===== config.mk =====
export PLATFORM = sky130hd
export DESIGN_NAME = nonzero_std_deviation
export DESIGN_NICKNAME = d
export VERILOG_FILES = /design/src/sv/nsd_pkg.sv /design/src/sv/nsd_div.sv /design/src/sv/nsd_sqrt.sv /design/src/sv/nonzero_std_deviation.sv
export SDC_FILE = /design/constraint.sdc
export NUM_CORES = 1
export LEC_CHECK = 0
export BUFFER_PORTS_ARGS = -buffer_cell sky130_fd_sc_hd__buf_2
export CAP_MARGIN = 20
export CORE_AREA = 3 3 300 302
export CTS_BUF_LIST = sky130_fd_sc_hd__clkbuf_2
export DETAILED_ROUTE_END_ITERATION = 10
export DIE_AREA = 0 0 303 305
export GPL_TIMING_DRIVEN = 0
export RECOVER_POWER = 50
export SYNTH_ARGS = -nofsm -noshare
export SYNTH_HDL_FRONTEND = slang
export SYNTH_HIERARCHICAL = 1
export SYNTH_SLANG_ARGS = --single-unit
export TNS_END_PERCENT = 50

===== constraint.sdc =====
create_clock -name clk_i -period 7.3 [get_ports clk_i]
set_input_delay 0.365 -clock clk_i [delete_from_list [all_inputs] [get_ports clk_i]]
set_output_delay 0.365 -clock clk_i [all_outputs]
set_load 0.02 [all_outputs]

===== src/sv/nsd_pkg.sv =====
`default_nettype none

package nsd_pkg;

  localparam int unsigned POSITIONS   = 16;
  localparam int unsigned SAMPLE_BITS = 16;

  localparam int unsigned IDX_W  = (POSITIONS > 1) ? $clog2(POSITIONS) : 1;
  localparam int unsigned CNT_W  = $clog2(POSITIONS + 1);
  localparam int unsigned SUM_W  = SAMPLE_BITS + $clog2(POSITIONS);
  localparam int unsigned SQ_W   = 2 * SAMPLE_BITS;
  localparam int unsigned SSUM_W = SQ_W + $clog2(POSITIONS);
  localparam int unsigned DIV_W  = SSUM_W;
  localparam int unsigned ROOT_W = (SSUM_W + 1) / 2;
  localparam int unsigned DEV_W  = 16;
  localparam logic [DEV_W-1:0] DEV_MAX = {DEV_W{1'b1}};

  typedef enum logic [2:0] {
    ST_LOAD,
    ST_MEAN_GO,
    ST_MEAN_WAIT,
    ST_SCAN,
    ST_VAR_GO,
    ST_VAR_WAIT,
    ST_ROOT_GO,
    ST_ROOT_WAIT
  } nsd_state_e;

endpackage

`default_nettype wire


===== src/sv/nsd_div.sv =====
`default_nettype none

// Restoring divider, one quotient bit per cycle. Used for the mean and the variance.
module nsd_div import nsd_pkg::*; (
  input  wire logic             clk_i,
  input  wire logic             rst_ni,
  input  wire logic             start_i,
  input  wire logic [DIV_W-1:0] dividend_i,
  input  wire logic [CNT_W-1:0] divisor_i,
  output logic                  done_o,
  output logic [DIV_W-1:0]      quotient_o
);

  localparam int unsigned STEP_W = $clog2(DIV_W + 1);

  logic              busy_q;
  logic              done_q;
  logic [STEP_W-1:0] step_q;
  logic [DIV_W-1:0]  quo_q, quo_d;
  logic [CNT_W-1:0]  rem_q, rem_d;
  logic [CNT_W-1:0]  dvs_q;
  logic [CNT_W:0]    trial;
  logic [CNT_W:0]    trial_sub;
  logic              fits;

  always_comb begin
    trial     = {rem_q, quo_q[DIV_W-1]};
    trial_sub = trial - {1'b0, dvs_q};
    fits      = (trial >= {1'b0, dvs_q});
    rem_d     = fits ? trial_sub[CNT_W-1:0] : trial[CNT_W-1:0];
    quo_d     = {quo_q[DIV_W-2:0], fits};
  end

  always_ff @(posedge clk_i or negedge rst_ni) begin
    if (!rst_ni) begin
      busy_q <= 1'b0;
      done_q <= 1'b0;
      step_q <= '0;
    end else begin
      done_q <= 1'b0;
      if (start_i) begin
        busy_q <= 1'b1;
        step_q <= '0;
      end else if (busy_q) begin
        step_q <= step_q + STEP_W'(1);
        if (step_q == STEP_W'(DIV_W - 1)) begin
          busy_q <= 1'b0;
          done_q <= 1'b1;
        end
      end
    end
  end

  always_ff @(posedge clk_i) begin
    if (start_i) begin
      quo_q <= dividend_i;
      rem_q <= '0;
      dvs_q <= divisor_i;
    end else if (busy_q) begin
      quo_q <= quo_d;
      rem_q <= rem_d;
    end
  end

  assign done_o     = done_q;
  assign quotient_o = quo_q;

endmodule

`default_nettype wire


===== src/sv/nsd_sqrt.sv =====
`default_nettype none

// Digit-by-digit floor square root, one root bit per cycle.
module nsd_sqrt import nsd_pkg::*; (
  input  wire logic                clk_i,
  input  wire logic                rst_ni,
  input  wire logic                start_i,
  input  wire logic [2*ROOT_W-1:0] radicand_i,
  output logic                     done_o,
  output logic [ROOT_W-1:0]        root_o
);

  localparam int unsigned STEP_W = $clog2(ROOT_W + 1);

  logic                busy_q;
  logic                done_q;
  logic [STEP_W-1:0]   step_q;
  logic [2*ROOT_W-1:0] x_q;
  logic [ROOT_W+1:0]   rem_q, rem_d;
  logic [ROOT_W-1:0]   root_q, root_d;
  logic [ROOT_W+3:0]   rem_sh;
  logic [ROOT_W+3:0]   trial;
  logic [ROOT_W+3:0]   rem_sub;
  logic                fits;

  always_comb begin
    rem_sh  = {rem_q, x_q[2*ROOT_W-1 -: 2]};
    trial   = {2'b00, root_q, 2'b01};
    rem_sub = rem_sh - trial;
    fits    = (rem_sh >= trial);
    rem_d   = fits ? rem_sub[ROOT_W+1:0] : rem_sh[ROOT_W+1:0];
    root_d  = {root_q[ROOT_W-2:0], fits};
  end

  always_ff @(posedge clk_i or negedge rst_ni) begin
    if (!rst_ni) begin
      busy_q <= 1'b0;
      done_q <= 1'b0;
      step_q <= '0;
    end else begin
      done_q <= 1'b0;
      if (start_i) begin
        busy_q <= 1'b1;
        step_q <= '0;
      end else if (busy_q) begin
        step_q <= step_q + STEP_W'(1);
        if (step_q == STEP_W'(ROOT_W - 1)) begin
          busy_q <= 1'b0;
          done_q <= 1'b1;
        end
      end
    end
  end

  always_ff @(posedge clk_i) begin
    if (start_i) begin
      x_q    <= radicand_i;
      rem_q  <= '0;
      root_q <= '0;
    end else if (busy_q) begin
      x_q    <= {x_q[2*ROOT_W-3:0], 2'b00};
      rem_q  <= rem_d;
      root_q <= root_d;
    end
  end

  assign done_o = done_q;
  assign root_o = root_q;

endmodule

`default_nettype wire


===== src/sv/nonzero_std_deviation.sv =====
`default_nettype none

// Channel   Direction  Signals                          Handshake
// request   in         sample_i                         start_i & !busy_o
// result    out        deviation_o, all_zero_o          done_o, one cycle
//
// Samples load one per cycle while busy_o is low. The last sample of a set with
// a nonzero sample raises busy_o; the set then goes through the bit-serial divider,
// which runs twice, and the root unit. A set of all zeros gives its result in
// the cycle after the last sample.
// Reset clears the set in progress; the sample store needs no clearing.
// The result cannot be stalled: done_o is high for exactly one cycle.
module nonzero_std_deviation import nsd_pkg::*; (
  input  wire logic                   clk_i,
  input  wire logic                   rst_ni,
  input  wire logic                   start_i,
  input  wire logic [SAMPLE_BITS-1:0] sample_i,
  output logic                        busy_o,
  output logic                        done_o,
  output logic [DEV_W-1:0]            deviation_o,
  output logic                        all_zero_o
);

  nsd_state_e state_q, state_d;

  logic [SAMPLE_BITS-1:0] mem [POSITIONS];

  logic [IDX_W-1:0]       ld_idx_q;
  logic [SUM_W-1:0]       sum_q, sum_d;
  logic [CNT_W-1:0]       cnt_q, cnt_d;
  logic [SSUM_W-1:0]      ssum_q;
  logic [CNT_W-1:0]       issue_q;
  logic                   v1_q, v2_q, v3_q;
  logic [SAMPLE_BITS-1:0] rd_q;
  logic [SAMPLE_BITS-1:0] diff_q;
  logic [SQ_W-1:0]        sq_q;
  logic [SAMPLE_BITS-1:0] mean_q;
  logic [DIV_W-1:0]       var_q;
  logic                   done_q;
  logic [DEV_W-1:0]       dev_q;
  logic                   az_q;

  logic                   accept;
  logic                   last;
  logic                   sample_nz;
  logic                   scan_en;
  logic                   scan_done;
  logic                   div_start;
  logic [DIV_W-1:0]       div_dividend;
  logic                   div_done;
  logic [DIV_W-1:0]       div_quo;
  logic                   sqrt_start;
  logic                   sqrt_done;
  logic [ROOT_W-1:0]      root;
  logic [63:0]            root_ext;

  assign accept    = start_i && !busy_o;
  assign last      = (ld_idx_q == IDX_W'(POSITIONS - 1));
  assign sample_nz = |sample_i;
  assign sum_d     = sum_q + (sample_nz ? SUM_W'(sample_i) : '0);
  assign cnt_d     = cnt_q + (sample_nz ? CNT_W'(1) : '0);
  assign scan_done = (issue_q == CNT_W'(POSITIONS)) && !v1_q && !v2_q && !v3_q;
  assign root_ext  = 64'(root);

  // Next state.
  always_comb begin
    state_d = state_q;
    unique case (state_q)
      ST_LOAD: begin
        if (accept && last && (cnt_d != '0)) state_d = ST_MEAN_GO;
      end
      ST_MEAN_GO:   state_d = ST_MEAN_WAIT;
      ST_MEAN_WAIT: if (div_done) state_d = ST_SCAN;
      ST_SCAN:      if (scan_done) state_d = ST_VAR_GO;
      ST_VAR_GO:    state_d = ST_VAR_WAIT;
      ST_VAR_WAIT:  if (div_done) state_d = ST_ROOT_GO;
      ST_ROOT_GO:   state_d = ST_ROOT_WAIT;
      ST_ROOT_WAIT: if (sqrt_done) state_d = ST_LOAD;
    endcase
  end

  // Sequencer outputs.
  always_comb begin
    busy_o       = 1'b1;
    div_start    = 1'b0;
    div_dividend = ssum_q;
    sqrt_start   = 1'b0;
    scan_en      = 1'b0;
    unique case (state_q)
      ST_LOAD:    busy_o = 1'b0;
      ST_MEAN_GO: begin
        div_start    = 1'b1;
        div_dividend = DIV_W'(sum_q);
      end
      ST_SCAN:    scan_en = (issue_q != CNT_W'(POSITIONS));
      ST_VAR_GO:  div_start = 1'b1;
      ST_ROOT_GO: sqrt_start = 1'b1;
      ST_MEAN_WAIT, ST_VAR_WAIT, ST_ROOT_WAIT: ;
    endcase
  end

  always_ff @(posedge clk_i or negedge rst_ni) begin
    if (!rst_ni) begin
      state_q <= ST_LOAD;
    end else begin
      state_q <= state_d;
    end
  end

  // Sample store.
  always_ff @(posedge clk_i) begin
    if (accept) begin
      mem[ld_idx_q] <= sample_i;
    end
  end

  always_ff @(posedge clk_i) begin
    if (scan_en) begin
      rd_q <= mem[issue_q[IDX_W-1:0]];
    end
  end

  // Control counters and accumulators.
  always_ff @(posedge clk_i or negedge rst_ni) begin
    if (!rst_ni) begin
      ld_idx_q <= '0;
      sum_q    <= '0;
      cnt_q    <= '0;
      ssum_q   <= '0;
      issue_q  <= '0;
      v1_q     <= 1'b0;
      v2_q     <= 1'b0;
      v3_q     <= 1'b0;
      done_q   <= 1'b0;
    end else begin
      done_q <= 1'b0;
      v1_q   <= scan_en;
      v2_q   <= v1_q && (rd_q != '0);
      v3_q   <= v2_q;
      if (accept) begin
        ld_idx_q <= last ? '0 : ld_idx_q + IDX_W'(1);
        if (last && (cnt_d == '0)) begin
          sum_q  <= '0;
          cnt_q  <= '0;
          done_q <= 1'b1;
        end else begin
          sum_q <= sum_d;
          cnt_q <= cnt_d;
        end
      end
      if (state_q == ST_MEAN_GO) begin
        ssum_q  <= '0;
        issue_q <= '0;
      end else begin
        if (scan_en) issue_q <= issue_q + CNT_W'(1);
        if (v3_q) ssum_q <= ssum_q + SSUM_W'(sq_q);
      end
      if ((state_q == ST_ROOT_WAIT) && sqrt_done) begin
        sum_q  <= '0;
        cnt_q  <= '0;
        done_q <= 1'b1;
      end
    end
  end

  // Squared-deviation pipeline and result payload.
  always_ff @(posedge clk_i) begin
    diff_q <= (rd_q >= mean_q) ? (rd_q - mean_q) : (mean_q - rd_q);
    sq_q   <= SQ_W'(diff_q) * SQ_W'(diff_q);
    if ((state_q == ST_MEAN_WAIT) && div_done) begin
      mean_q <= div_quo[SAMPLE_BITS-1:0];
    end
    if ((state_q == ST_VAR_WAIT) && div_done) begin
      var_q <= div_quo;
    end
    if (accept && last && (cnt_d == '0)) begin
      dev_q <= '0;
      az_q  <= 1'b1;
    end else if ((state_q == ST_ROOT_WAIT) && sqrt_done) begin
      dev_q <= (root_ext > 64'(DEV_MAX)) ? DEV_MAX : root_ext[DEV_W-1:0];
      az_q  <= 1'b0;
    end
  end

  nsd_div u_div (
    .clk_i      (clk_i),
    .rst_ni     (rst_ni),
    .start_i    (div_start),
    .dividend_i (div_dividend),
    .divisor_i  (cnt_q),
    .done_o     (div_done),
    .quotient_o (div_quo)
  );

  nsd_sqrt u_sqrt (
    .clk_i      (clk_i),
    .rst_ni     (rst_ni),
    .start_i    (sqrt_start),
    .radicand_i ((2*ROOT_W)'(var_q)),
    .done_o     (sqrt_done),
    .root_o     (root)
  );

  assign done_o      = done_q;
  assign deviation_o = dev_q;
  assign all_zero_o  = az_q;

endmodule

`default_nettype wire


# Yosys cells after proc, flatten, opt, wreduce, memory -nomap -nowiden
# Memory sizes are Yosys's and may differ from the RTL's. A register that Yosys moved wholly into a read port is not among the register bits.
# Index checks and enable logic that the tools add are counted.
# totals
ramBits	256
n_memories	1
word_cells	142
reg_bits	329
# mem_list
name	depth	word_bits	rd	rd_ports_with_merged_regs	wr	line	rtl
mem	16	16	1	1	1	nonzero_std_deviation.sv:26	logic [SAMPLE_BITS-1:0] mem [POSITIONS];
# op_classes
n_reduce_logical	27
n_mux	53
multipliers	1
magnitude_cmp	4
n_eq_ne	17
addsub	11
# ops
cell	n
2-to-1 mux 36 bit	7
2-to-1 mux 20 bit	4
2-to-1 mux 16 bit	3
2-to-1 mux 5 bit	8
adder 36 x 32 -> 36 bit	1
multiplier 16 x 16 -> 32 bit	1
subtractor 16 bit	2
case mux 3 bit (8 select lines)	1
greater-or-equal comparator 22 x 20 -> 1 bit	1
2-to-1 mux 1 bit	22
adder 20 x 16 -> 20 bit	1
subtractor 20 bit	1
> comparator 18 x 16 -> 1 bit (second input constant)	1
greater-or-equal comparator 16 bit	1
nonzero test 16 bit	1
OR reduction 16 bit	1
2-to-1 mux 3 bit	5
== test 3 bit (second input constant)	4
logical AND 1 bit	12
2-to-1 mux 6 bit	2
adder 5 x 1 -> 5 bit (second input constant)	2
== test 5 bit (second input constant)	2
nonzero test 2 bit	5
!= test 2 x 1 -> 1 bit (second input constant)	4
18 further kinds	21

# Depth between registers and ports, before layout
# Gate-level depths: netlist of the first run.
# depth
ltp_word	8
ltp_mapped	24

# Cells and area by module
# The synthesis of the first run kept the hierarchy.
# by_module_without_submodules
module	area_each_um2	cells_per_inst	instances
nonzero_std_deviation	28154.5	2345	1
nsd_sqrt	4239.1	391	1
nsd_div	2466.1	171	1

# Worst setup path before layout of the first run
# No wires, ideal clock.
# synth_path
path_type	reg2reg
from	register diff_q[4]
to	register sq_q[29]
path_buffers	2
setup_time_ps	116
setup_slack_ps	1181
stages_incl_launch_ff	22
synth_period_minus_slack_ps	6119
required_ps	7184
arrival_time_ps	6002
path_cell_list	dfxtp_1 -> clkbuf_1 -> clkbuf_1 -> nand2_1 -> fa_1 -> inv_1 -> fa_1 -> fa_1 -> fa_1 -> fa_1 -> inv_1 -> fa_1 -> inv_1 -> ha_1 -> and3_1 -> a31oi_1 -> nand2_1 -> a21oi_2 -> a21oi_2 -> a31o_4 -> a311o_1 -> o211a_1
# synth_via
elab_chain_len	1
# synth_rtl
element	line	rtl
from (decl)	nonzero_std_deviation.sv:35	logic [SAMPLE_BITS-1:0] diff_q;
from (signal assigned)	nonzero_std_deviation.sv:168	diff_q <= (rd_q >= mean_q) ? (rd_q - mean_q) : (mean_q - rd_q);
multiplier 16 x 16 -> 32 bit	nonzero_std_deviation.sv:169	sq_q <= SQ_W'(diff_q) * SQ_W'(diff_q);
to (signal assigned)	nonzero_std_deviation.sv:169	
to (decl)	nonzero_std_deviation.sv:36	logic [SQ_W-1:0] sq_q;
# Every way passes these cells.
# A chain may end at the register's enable or synchronous reset.

# Worst setup path after layout of the first run
# layout_path
from	register diff_q[5]
to	register sq_q[26]
# Same word-level chain as after synthesis.

==> flow_summary.ini, run 1 <==
[finish]
layout-drive-gt1-share_pct = 14.6
synthToLayoutAreaGrowth_pct = 9.90
nFillCells = 8315
final_nets = 3550
fin_cells = 4433

[cts]
cts_buffers = 152
cts_num_sinks = 600
clock-root-buffer = clkbuf_2
path_clk_slew_ps = 110
htree_levels = 4
tritoncts = built
clockBufferDepth = 3
post-cts-setup-buffer-count = 0
clkLatencyLatePin_ps = 1300

[power_and_ir_drop]
total_power_mw = 5.92
p_leak_nw = 15.8
peakVddDrop_mv = 0.177
power.density_mw_per_mm2 = 155

[sta]
grt_setup_unrepaired = no
timing.setup.tns_ps = 0
fmax_mhz = 145
hold_viol_final = 0
postLayoutSetupSlackWorst_ps = 407
fin_crit_ps = 6890
worstMarginPinSlew_ps = 2880
finalSetupViolCount = 0
skew_ps = 101
slew_violations = 132
slew_headroom_pct = -92.0
finalCritPeriodShare_pct = 94.4

[global_routing]
grt_overflow = 0
grt_pass1_wl_mm = 133
track_usage_pct = 18.7
grt_pass1_vias = 22900
grt_antenna_before_repair = 12
grt_max_degree = 50

[floorplan]
core-area_sq_mm = 0.0880
start_util_pct = 39.6
dieArea_sq_mm = 0.0924
fp.dieH_um = 305
dieWidth_um = 303
ioPinCount = 38
rows = 109

[place]
dp_hpwl_mm = 61.2
place_inst = 4115
port_buffers = 37
place_ws_ps = 252
gp_congestion = 0.857

[worst_setup_path]
cp.required_ps = 8420
path_class = reg2reg
startpoint_type = flop
critPathMaxFanout = 10
cp-end-kind = flop
cp.arrival_ps = 8020

[synthesis]
yosysSeqAreaShare_pct = 47.3
syn_area_sq_mm = 0.0349
synth_flop_cell = edfxtp_1
synth_nets = 3311
synthTopCellsByArea = edfxtp_1 35%, fa_1 9.6%, ha_1 7.8%
yosysTopAreaCellShare_pct = 34.5
ys_top_cells_by_count = 401 x edfxtp_1, 338 x inv_1, 220 x nand2_1
synth_edf_count = 401
syn_avg_cell_area_sq_um = 12.0
ys_types = 89
yosysMostFrequentCell = edfxtp_1
synth-async-reset-ratio_pct = 15.3
syn_inst = 2907
yosys_warnings = 6
ys_ff_latch = 600
yosys.area.top_type = edfxtp_1

[drt]
dr.pass1.iters = 5
drt_wl_total_mm = 85.3
vias = 22700
antenna_left = 0
drc = 0
drtIter0Drc = 1541
wire_per_inst_um = 19.2
viasPerCell = 5.12

[run_status]
violations = capacitance limit, slew limit
status = complete, but fails checks

[worst_hold_path]
hp-class = in2reg

[job]
maxCapViolCount = 3
worst max-delay path, cell delays in order (launching register included):
cell and delay (ps):
dfxtp_1 630, clkbuf_1 570, and2_1 290, fa_1 420, inv_1 80, fa_1 420, inv_1 90, fa_1 420
fa_1 540, fa_1 560, inv_1 60, fa_1 520, inv_1 40, ha_1 360, a2111oi_0 410, a31oi_1 260
a311oi_2 530, o21a_1 260, o21ai_1 110, xor2_1 160
area by class of cell:
cell class | count | area, sq um | share of cell area (%)
diodes | 6 | 15.0 | 0.0392
plain buffers | 121 | 490 | 1.28
clock buffers | 226 | 1130 | 2.95
clock inverters | 44 | 215 | 0.562
inverters | 338 | 1270 | 3.31
multi-input cells | 1848 | 16600 | 43.4
flip-flops and latches | 600 | 16500 | 43.0
well taps | 1165 | 1460 | 3.80
repair buffers | 85 | 631 | 1.65
report_power, final:
part | total, mW | switching [mW] | internal, mW
clock | 2.23 | 1.39 | 0.840
combinational | 0.0824 | 0.0594 | 0.0230
sequential | 3.61 | 0 | 3.61
total | 5.92 | 1.45 | 4.47
state kept, by name, indices dropped and copies added, names as in the netlist, 6 cells and up:
name and cells:
sum_q 20, deviation_o 16, u_div/quotient_o 36, u_sqrt/root_o 18, mem 256, u_sqrt/rem_q 20
mean_q 16, u_div/step_q 6, u_sqrt/x_q 36, ssum_q 36, diff_q 16, var_q 36
sq_q 31, rd_q 16
per-layer routing:
layer	global-route usage, %	up-vias	share of wire [%]
met5	0	-	0
met4	4.77	0	1.7
li1	-	10800	-
met3	4.33	109	6.1
met2	28.5	633	45
met1	27.1	11200	47
final timing paths:
kind / from / endpoint / slack (ps) / depth (start not counted)
max: diff_q[5] / sq_q[26] / 410 / 19
min in group asynchronous: rst_ni / u_sqrt/step_q[1] / 1760 / 5
min: start_i / cnt_q[4] / 370 / 4
max reg2reg: diff_q[5] / sq_q[26] / 410 / 19
max in group asynchronous: rst_ni / sum_q[3] / 1920 / 6
min reg2reg: u_div/quotient_o[32] / var_q[32] / 380 / 0
cells by family after synthesis:
kind of cell    synth area share [%]
compound gates                  8.29
xor+xnor                        3.24
fa+ha+maj                       17.4
buf+inv                         5.04
flops                           47.3
mux                             9.46
simple gates                    9.24
stage by stage:
stage | hold WS (ps) | utilization (%) | instance area, sq um
finish | 366 | 43.6 | 38300
global route | 192 | 43.5 | 38300
floorplan | 69.4 | - | 34900
global placement | 384 | 41.5 | 36500
detailed placement | 386 | 41.6 | 36600
CTS | 120 | 43.6 | 38400
layout by cell type (no fill, tap or decap), drive strengths merged, types with 52 or more instances in the layout:
master  instances
a21oi         101
clkbuf        363
and2           71
nand2         220
dfrtp          92
fa            168
dfxtp         107
mux2i          64
xnor2          73
nor2          199
mux2           76
xor2           56
inv           347
mux4           80
o21ai         105
edfxtp        401
ha            217
nor3           52
timing repair:
action / 4_1_cts / 5_1_grt
endpoints found under the hold margin: 401 / 0
gates resized for setup: 0 / 8
hold buffers: 37 / 0
setup endpoints to repair: 0 / 5
(Power assumes the default switching activity.)
==> run 2: changes to the inputs <==
- RECOVER_POWER: 50 -> unset
==> run 2 against run 1 <==
  * The run now ends clean
  * Power hardly changed
  * Design area increased by 0.39%
  * Global-route usage is the same
  * Clock power is essentially flat
  * Sequential cell count did not move
  * First-iteration DRC count up 1.4%
  * Largest power group unchanged
==> flow_summary.ini, run 2 (synthesis results as in run 1) <==
[run_status]
status = complete, no violations

[sta]
fmax_mhz = 145
fin_crit_ps = 6900
slew_violations = 0
finalSetupViolCount = 0
grt_setup_unrepaired = no
slew_headroom_pct = 25.3
hold_viol_final = 0
finalCritPeriodShare_pct = 94.5
timing.setup.tns_ps = 0
worstMarginPinSlew_ps = 1120
skew_ps = 105

[worst_hold_path]
min_to = sum_q[0]
hp-class = in2reg
hp-start = sample_i[0]
hold_path_depth = 5

[floorplan]
dieWidth_um = 303
rows = 109
start_util_pct = 39.6
dieArea_sq_mm = 0.0924
ioPinCount = 38
fp.dieH_um = 305
core-area_sq_mm = 0.0880

[drt]
dr.pass1.iters = 5
drt_wl_total_mm = 85.3
drtIter0Drc = 1563
wire_per_inst_um = 19.2
vias = 22600
viasPerCell = 5.09
drc = 0
antenna_left = 0

[cts]
clkLatencyLatePin_ps = 1300
tritoncts = built
clockBufferDepth = 3
clock-root-buffer = clkbuf_2
path_clk_slew_ps = 100
cts_buffers = 152
cts_num_sinks = 600
htree_levels = 4

[place]
dp_hpwl_mm = 61.2
port_buffers = 37
gp_congestion = 0.857

[global_routing]
grt_pass1_wl_mm = 133
grt_max_degree = 50
track_usage_pct = 18.7
grt_antenna_before_repair = 12
grt_overflow = 0
grt_pass1_vias = 22900

[power_and_ir_drop]
p_leak_nw = 15.9
peakVddDrop_mv = 0.177
power.density_mw_per_mm2 = 154
total_power_mw = 5.93

[worst_setup_path]
startpoint_type = flop
rr_startpoint = diff_q[5]
cp.required_ps = 8420
r2r_end = sq_q[26]
cp.arrival_ps = 8020
cp-end-kind = flop
r2r_slack_ps = 400
critPathMaxFanout = 10
path_class = reg2reg
ff2ff_path_depth = 19

[finish]
layout-drive-gt1-share_pct = 16.1
final_nets = 3550
final_cell_mix = 401 x edfxtp_1, 336 x inv_1, 230 x clkbuf_2
layout_commonest_cell = edfxtp_1
largest_reg_flops = 256
regMostFlops = mem
synthToLayoutAreaGrowth_pct = 10.3

[job]
maxCapViolCount = 0
## run 2: critical path, cell delays in order (launching register included)
cell and delay (ps):
dfxtp_1 620, clkbuf_1 570, and2_1 290, fa_1 420
inv_1 80, fa_1 420, inv_1 90, fa_1 420
fa_1 540, fa_1 560, inv_1 60, fa_1 520
inv_1 40, ha_1 360, a2111oi_0 410, a31oi_1 260
a311oi_2 540, o21a_1 270, o21ai_1 110, xor2_1 160
## run 2: worst max-delay path by stage
stage / slack, ps / end / cells past startpoint / from
final: 400 / sq_q[26] / 19 / diff_q[5]
after global routing: 20 / sq_q[30] / 21 / diff_q[9]
after CTS: 220 / sq_q[29] / 21 / diff_q[4]
after detailed placement: 250 / sq_q[29] / 21 / diff_q[4]
after global placement: 320 / sq_q[29] / 21 / diff_q[4]
after floorplan: 1180 / sq_q[29] / 21 / diff_q[4]
## run 2: where the power goes
group	internal, mW	switching [mW]	leakage (nW)
combinational	0.0273	0.0595	9.55
clock	0.840	1.39	1.05
sequential	3.61	0	5.34
## run 2: area by class of cell
class                      instances  area [sq um]
fill                            8284         49500
multi-input combinational       1848         16600
sequential                       600         16500
tap                             1165          1460
inverter                         338          1270
clock buffer                     226          1130
timing repair buffer              85           747
buffer                           121           493
clock inverter                    44           215
antenna                            6          15.0
## run 2: per-layer routing
layer	GRT usage [%]	vias up	routed length (um)
met1	27.1	11100	40100
met4	4.77	0	1460
li1	-	10800	-
met5	0	-	0
met2	28.5	563	38700
met3	4.33	108	4940
## run 2: timing repair
| action | CTS | global route |
|---|---|---|
| gates resized for setup | 0 | 8 |
| hold endpoints to repair | 401 | 0 |
| setup endpoints to repair | 0 | 5 |
| buffers inserted | 0 | 0 |
| hold buffers | 37 | 0 |
## run 2: through the flow
| step | area, sq um | cells | setup WS [ps] | hold slack, ps | utilization (%) |
|---|---|---|---|---|---|
| final | 38500 | 4433 | 399 | 328 | 43.7 |
| after global routing | 38500 | 4432 | 20.2 | 178 | 43.7 |
| after CTS | 38400 | 4422 | 218 | 120 | 43.6 |
| after detailed placement | 36600 | 4115 | 252 | 386 | 41.6 |
| after global placement | 36500 | 4109 | 322 | 384 | 41.5 |
| after floorplan | 34900 | 2907 | 1180 | 69.4 | - |
